`src/prbe_pkg.sv`:
```
// Shared types and codes for the palette range blend editor.
`timescale 1ns / 1ps
package prbe_pkg;

  // Command codes carried in the cmd field
  typedef enum logic [2:0] {
    CMD_WRITE = 3'd0,
    CMD_READ  = 3'd1,
    CMD_ADD   = 3'd2,
    CMD_SUB   = 3'd3,
    CMD_MOD   = 3'd4
  } cmd_t;

  // Per-channel blend selection for the shared unit
  typedef enum logic [1:0] {
    BOP_SAT_ADD   = 2'd0,
    BOP_CLAMP_SUB = 2'd1,
    BOP_NORM_MUL  = 2'd2
  } blend_op_t;

  // Sequencer states
  typedef enum logic [2:0] {
    ST_IDLE = 3'd0,
    ST_READ = 3'd1,
    ST_CH0  = 3'd2,
    ST_CH1  = 3'd3,
    ST_CH2  = 3'd4
  } state_t;

  // Width of run counters: idx + run_length reaches 510
  localparam int unsigned CNT_W = 10;

  typedef struct packed {
    logic [2:0] cmd;
    logic [7:0] entry_index;
    logic [7:0] run_length;
    logic [7:0] red_in;
    logic [7:0] green_in;
    logic [7:0] blue_in;
  } in_item_t;

  typedef struct packed {
    logic       status;
    logic [7:0] red_out;
    logic [7:0] green_out;
    logic [7:0] blue_out;
  } out_item_t;

endpackage

```
`src/prbe_blend_unit.sv`:
```
// Shared one-channel blend unit: saturating add, clamped subtract, normalized product.
`timescale 1ns / 1ps
module prbe_blend_unit
  import prbe_pkg::*;
(
  input  blend_op_t  op,
  input  logic [7:0] a,
  input  logic [7:0] b,
  output logic [7:0] y
);

  logic [8:0]  sum;
  logic [15:0] prod;
  logic [16:0] scaled;

  always_comb begin
    sum    = {1'b0, a} + {1'b0, b};
    prod   = 16'(a) * 16'(b);
    // floor(prod / 255), exact for 16-bit prod
    scaled = 17'(prod) + 17'(prod[15:8]) + 17'd1;
    case (op)
      BOP_SAT_ADD:   y = sum[8] ? 8'hFF : sum[7:0];
      BOP_CLAMP_SUB: y = (a > b) ? (a - b) : 8'd0;
      default:       y = scaled[15:8];
    endcase
  end

endmodule

```
`config.mk`:
```
export PLATFORM = sky130hd
export DESIGN_NAME = prbe_blend_unit
export DESIGN_NICKNAME = d
export VERILOG_FILES = /design/src/prbe_pkg.sv /design/src/prbe_blend_unit.sv
export SDC_FILE = /design/constraint.sdc
export NUM_CORES = 1
export LEC_CHECK = 0
export ABC_AREA = 0
export BUFFER_PORTS_ARGS = -buffer_cell sky130_fd_sc_hd__buf_4
export CAP_MARGIN = 25
export CORE_MARGIN = 8
export CORE_UTILIZATION = 61
export DETAILED_ROUTE_END_ITERATION = 10
export PLACE_DENSITY_LB_ADDON = 0.3
export SLEW_MARGIN = 20
export SYNTH_ARGS = -nofsm -noshare
export SYNTH_HDL_FRONTEND = slang
export SYNTH_SLANG_ARGS = --single-unit
```
`constraint.sdc`:
```
create_clock -name vclk -period 10.7
set_input_delay 1.605 -clock vclk [all_inputs]
set_output_delay 1.605 -clock vclk [all_outputs]
set_load 0.02 [all_outputs]
```
# Word-level counts from Yosys, hierarchy flattened
# Index checks and enable logic that the tools add are counted.
[word_totals] regBits=0 in_bits=18 out_inout_bits=8 word_cells=11
[classes] add_sub_neg=4 multipliers=1 order_cmp=1 eq_ne=1 n_mux=3 reduce_logical=1
[op_table] op="16-bit by 1-bit adder with 16-bit output, second input constant" n=1
[op_table] op="16-bit by 8-bit adder with 16-bit output" n=1
[op_table] op="8-bit by 8-bit multiplier with 16-bit output" n=1
[op_table] op="8-bit two-way mux" n=2
[op_table] op="8-bit case mux with 2 select lines" n=1
[op_table] op="8-bit by 8-bit adder with 9-bit output" n=1
[op_table] op="8-bit greater-than comparator" n=1
[op_table] op="8-bit subtractor" n=1
[op_table] op="2-bit by 1-bit equality test with 1-bit output, second input constant" n=1
[op_table] op="2-bit logical NOT" n=1

# Longest topological paths before layout
# Gate-level depths: netlist (run 1).
[depth] word_depth=4 depth_mapped=25 depth_no_buf=25

# Worst setup path after synthesis (run 1)
# No wires, ideal clock.
[synth_path] path_kind="input-to-output" start="input a[1]" end="output y[7]" t_arrival_ps=7244 required_ps=9095 setup_slack_ps=1851 path_stages=23 n_path_buf=1 cell_sequence="inv_1 nor2_1 fa_1 fa_1 fa_1 inv_1 fa_1 inv_1 ha_1 buf_4 and3_1 a221oi_1 xor2_1 inv_1 ha_1 or4b_1 nor3_1 or3b_1 o21ai_2 a21oi_1 and4bb_2 xnor2_1 o211ai_1"
[synth_between] elab_chain_cells=4 elab_cells_between_ends=9 classes_between="add/sub (4); mul (1); order compare (1); mux (3)"
[synth_lines] element="start, declared" line_no="prbe_blend_unit.sv:7" source="input logic [7:0] a,"
[synth_lines] element="8-bit by 8-bit multiplier with 16-bit output" line_no="prbe_blend_unit.sv:18" source="prod = 16'(a) * 16'(b);"
[synth_lines] element="16-bit by 8-bit adder with 16-bit output" line_no="prbe_blend_unit.sv:20" source="scaled = 17'(prod) + 17'(prod[15:8]) + 17'd1;"
[synth_lines] element="16-bit by 1-bit adder with 16-bit output" line_no="prbe_blend_unit.sv:20"
[synth_lines] element="8-bit case mux with 2 select lines (*)" line_no="prbe_blend_unit.sv:21" source="case (op)"
[synth_lines] element="end, declared" line_no="prbe_blend_unit.sv:9" source="output logic [7:0] y"
# Every way passes the cells marked *; elsewhere a longest branch is shown, timed or not.

# Worst setup path in the final report (run 1)
[layout_path] start="input a[1]" end="output y[2]"
# The elaborated chain is that of the path after synthesis.

==> reports/results.tsv, run 1 <==
metric	value	unit
outcome	finished, final reports clean	
wl_met3	501	µm
global_route.overflow_total	0	
seqCellArea	0	µm²
maxCapViolations	0	
place_congestion	1.04	
io_buffers	26	
drtIter0Drc	198	
fill_cells	459	
syn_area	3240	µm²
num_io_pins	26	
top_layer	met4	
cts.repair.resized	0	
wl_per_cell	17.9	µm
pwr_density_cell	240	nW/µm²
drtPass1Iterations	4	
dieArea	7910	µm²
period_needed	9.42	ns
grt_max_degree	10	
vias	2963	
setup_viol	0	
worstMarginPinSlew	0.582	ns
ant_nets	0	
avgSynthCellArea	8.34	µm²
finalCritPeriodShare	88.1	%
hold_path.class	in2out	
cts_hold_buf	0	
ys_warn_count	0	
wl_met1	3570	µm
core-area	5110	µm²
min_path_cells	3	
drc	0	
path_max_fanout	8	
crit_required	9.10	ns
postCtsSetupBuffers	0	
fin_ws	1.28	ns
worstPathArrival	7.82	ns
dp_cells	481	
fin_setup_tns	0	ns
routed_wirelength	8610	µm
syn_inst	389	
grt_antenna_before_repair	0	
dieWidth	88.9	µm
crit_path_end_kind	primary output	
num-clock-buffers	0	
relSlewSlack	61.2	%
worst_hold_slack	3.56	ns
start_kind	input pin	
area_growth_syn_to_layout	8.06	%
multi_input_area	2960	µm²
seq_cells	0	
dr_wl_met2	4360	µm
layout-drive-gt1-share	9.73	%
ir_drop	0.169	mV
hold_violations	0	
grt.total_usage	22.9	%
drv_slew	0	
nets	528	
start_util	63.5	%
via_per_inst	6.16	
fin_util	68.6	%
path_class	in2out	
die_h	88.9	µm
grt_first_pass_wirelength	14400	µm
ys_seq_area_share	0	%
rows	26	
antenna_cells	0	
synth_cell_types	56	
synth_fp_nets	504	
grt_pass1_vias	3156	
final_cells	481	
hpwl	7340	µm
clock.fmax	0.106	GHz
p_leak	1.86	nW
rsz0062_at_grt	no	
post-place-ws	1.31	ns
-- layer usage --
metal | track usage, % | vias to the layer above
met2 | 42.5 | 108
met3 | 1.84 | 18
met5 | 0 | -
met1 | 27.5 | 1455
met4 | 5.38 | 0
li1 | - | 1382
-- kinds of logic (layout without fill, tap and decap cells) --
group,after synthesis,after routing,synth area share (%)
AOI/OAI and AO/OA,93,93,21.4
xor gates and xnor gates,20,20,5.86
adders and majority gates,97,97,46.2
buffers and inverters,73,95,8.64
and+or+nand+nor,106,106,17.9
-- placed cells by master, fill, tap and decap left out, drive strengths merged, types with 6 or more instances in the layout --
| cell type | count |
|---|---|
| o211ai | 8 |
| a21o | 12 |
| o21ai | 13 |
| ha | 59 |
| inv | 69 |
| buf | 26 |
| a21oi | 19 |
| and2 | 38 |
| nand2 | 18 |
| fa | 38 |
| xnor2 | 11 |
| nor2 | 21 |
| xor2 | 8 |
| a221o | 6 |
| nor3 | 7 |
-- synth_stat cells, types with 3 or more instances --
cell       n  area (µm²)
a21o_1    12        90.1
a22oi_1    4        30.0
and2_1    38         238
o211ai_1   7        52.6
nor2_1    21        78.8
nand2b_1   4        25.0
a221o_1    6        60.1
inv_1     69         259
o21bai_1   4        30.0
xor2_1     8        70.1
o21ai_0   10        50.1
nand2_1   18        67.6
nand4_1    3        18.8
o22ai_1    4        25.0
fa_1      38         761
a21oi_1   19        95.1
nor3_1     6        30.0
ha_1      59         738
and3_1     4        25.0
xnor2_1   11        96.3
-- area by class of cell --
cell class / count / share of cell area, %
multi-input combinational: 316 / 84.5
timing repair buffer: 26 / 5.57
inverter: 69 / 7.39
tap: 70 / 2.50
-- per-stage QoR --
step,total power [W],cell area (µm²)
finish,0.000841,3500
global route,0.000927,3500
CTS,0.000833,3500
detailed placement,0.000826,3500
global placement,0.000799,3500
floorplan,0.000634,3240
-- power by group --
part           leakage, nW  internal, W  switching, W
sequential               0            0             0
combinational         1.86     0.000345      0.000496
clock                    0            0             0
total                 1.86     0.000345      0.000496
-- path summary, 6_finish.rpt --
| path | from | end | slack (ns) |
|---|---|---|---|
| worst max-delay path | a[1] | y[2] | 1.28 |
| worst min-delay path | op[1] | y[0] | 3.56 |
-- worst max-delay path: stages --
cell and delay [ns]:
buf_4 0.14, inv_1 0.17, nor2_1 0.10, fa_1 0.52, fa_1 0.52, fa_1 0.54, inv_1 0.05, fa_1 0.53
inv_1 0.04, ha_1 0.40, and3_1 0.25, a221oi_1 0.31, xor2_1 0.39, inv_1 0.14, ha_1 0.25, or4b_1 0.49
o32ai_1 0.12, or3b_1 0.20, o21ai_2 0.08, a41oi_2 0.30, nor3_2 0.08, xnor2_1 0.16, o211ai_1 0.23, buf_4 0.19
(Power assumes the default switching activity.)
==> run 2, diff against run 1 <==
MAX_ROUTING_LAYER = met4   (was default)
==> run 2 against run 1 <==
  * Die area unchanged
  * Flip-flop and latch count unchanged
  * Clock-buffer cell count unchanged
  * Setup slack got worse by 0.030 ns
  * Worst hold slack got worse by 0.0063 ns
  * Core utilization unchanged
  * Via count decreased by 0.54%
  * Combinational power about the same
  * Total power decreased by 0.19%
  * Sequential share of layout area unchanged
  * Critical path depth unchanged
  * Final area unchanged
  * Largest power group unchanged
==> reports/results.tsv, run 2 (synthesized netlist as in run 1, its figures left out) <==
metric	value	unit	change
hold_end	y[0]		
relSlewSlack	61.4	%	+0.20 points
via_per_inst	6.13		-0.54%
maxCapViolations	0		unchanged
cts_hold_buf	0		unchanged
drv_slew	0		unchanged
drtIter0Drc	159		-20%
max_stage_delay	0.55	ns	about the same
clkPwrFrac	0	%	unchanged
postCtsSetupBuffers	0		unchanged
outcome	finished, final reports clean		
start_kind	input pin		
antenna_cells	0		unchanged
core-area	5110	µm²	unchanged
num_io_pins	26		unchanged
finalCritPeriodShare	88.3	%	+0.28 points
dr_wl_met2	4240	µm	-2.8%
crit_slowest_cell	fa_1		
pwr_density_cell	240	nW/µm²	-0.19%
worstPathArrival	7.85	ns	+0.03 ns
seq_cells	0		unchanged
holdCritStartpoint	op[1]		
drtPass1Iterations	4		unchanged
final_cells	481		unchanged
grt_pass1_vias	3153		-0.095%
wl_met3	351	µm	-30%
path_max_fanout	8		unchanged
routed_wirelength	8530	µm	-0.88%
rows	26		unchanged
place_congestion	1.01		-3.0%
die_h	88.9	µm	unchanged
path_class	in2out		
grt_max_degree	10		unchanged
worstMarginPinSlew	0.579	ns	-0.00296 ns
crit_path_end_kind	primary output		
final_cell_area	3500	µm²	unchanged
start_util	63.5	%	unchanged
period_needed	9.45	ns	+0.0301 ns
min_path_cells	3		unchanged
ant_nets	0		unchanged
layout_common_cells	69 x inv_1, 59 x ha_1, 38 x and2_1, 38 x fa_1, 26 x buf_4		
final_common_cell	inv_1		
ir_drop	0.174	mV	+3.1%
placed_area	3500	µm²	unchanged
vias	2947		-0.54%
grt_first_pass_wirelength	14400	µm	about the same
grt_antenna_before_repair	0		unchanged
switchingPower	0.000495	W	-0.32%
path_cells	buf_4 -> inv_1 -> nor2_1 -> fa_1 -> fa_1 -> fa_1 -> inv_1 -> fa_1 -> inv_1 -> ha_1 -> and3_1 -> a221oi_1 -> xor2_1 -> inv_1 -> ha_1 -> or4b_1 -> o32ai_1 -> or3b_1 -> o21ai_2 -> a41oi_2 -> nor2_1 -> xor2_1 -> a221o_1 -> buf_4		
seqCellArea	0	µm²	unchanged
clock.fmax	0.106	GHz	-0.32%
top_layer	met4		
dp_cells	481		unchanged
dieWidth	88.9	µm	unchanged
combPwrFrac	100.0	%	about the same
setup_viol	0		unchanged
area_growth_syn_to_layout	8.06	%	unchanged
wl_per_cell	17.7	µm	-0.88%
worst_hold_slack	3.55	ns	-0.00634 ns
layout-drive-gt1-share	9.73	%	unchanged
switching_share	58.9	%	-0.079 points
cts.repair.resized	0		unchanged
p_int	0.000345	W	about the same
rsz0062_at_grt	no		
wl_met1	3750	µm	+4.8%
grt.total_usage	23.5	%	+0.59 points
dieArea	7910	µm²	unchanged
crit_required	9.10	ns	about the same
p_seq_share	0	%	unchanged
nets	528		unchanged
fin_setup_tns	0	ns	unchanged
hpwl	7230	µm	-1.5%
p_leak	1.86	nW	unchanged
hold_violations	0		unchanged
global_route.overflow_total	0		unchanged
drc	0		unchanged
num-clock-buffers	0		unchanged
io_buffers	26		unchanged
hold_path.class	in2out		
[run 2: worst max-delay path by stage]
stage	start	to	slack (ns)	cells after the start
6_report	a[1]	y[3]	1.25	24
5_1_grt	a[1]	y[1]	0.81	24
4_1_cts	a[1]	y[3]	1.32	24
3_5_place_dp	a[1]	y[3]	1.34	24
3_3_place_gp	a[1]	y[1]	1.45	24
2_1_floorplan	a[1]	y[7]	1.85	23
[run 2: worst max-delay path, delay by kind of cell]
kind	cells	cell delay, ns
fa+ha+maj	6	2.73
buf+inv	6	0.70
xor+xnor	2	0.50
compound gates	5	1.17
simple gates	5	1.12
[run 2: final cells by class]
cell class | instances | area, µm²
well taps | 70 | 87.6
inverters | 69 | 259
repair buffers | 26 | 195
multi-input cells | 316 | 2960
fillers | 469 | 1600
[run 2: metrics by stage]
step           setup slack (ns)  util, %  power [W]
3_5_place_dp               1.34     68.6   0.000822
5_1_grt                   0.810     68.6   0.000928
2_1_floorplan              1.85        -   0.000634
3_3_place_gp               1.45     68.6   0.000801
4_1_cts                    1.32     68.6   0.000830
6_report                   1.25     68.6   0.000839
[run 2: power groups by stage]
| stage | combinational, W | clock, W | sequential (W) |
|---|---|---|---|
| 2_1_floorplan | 0.000634 | 0 | 0 |
| 3_3_place_gp | 0.000801 | 0 | 0 |
| 3_5_place_dp | 0.000822 | 0 | 0 |
| 4_1_cts | 0.000830 | 0 | 0 |
| 5_1_grt | 0.000928 | 0 | 0 |
| 6_report | 0.000839 | 0 | 0 |
[run 2: routing by layer]
layer,vias to the layer above,track usage (%)
li1,1381,-
met1,1446,27.5
met2,101,42.3
met3,19,1.29
met4,0,6.14
met5,-,-
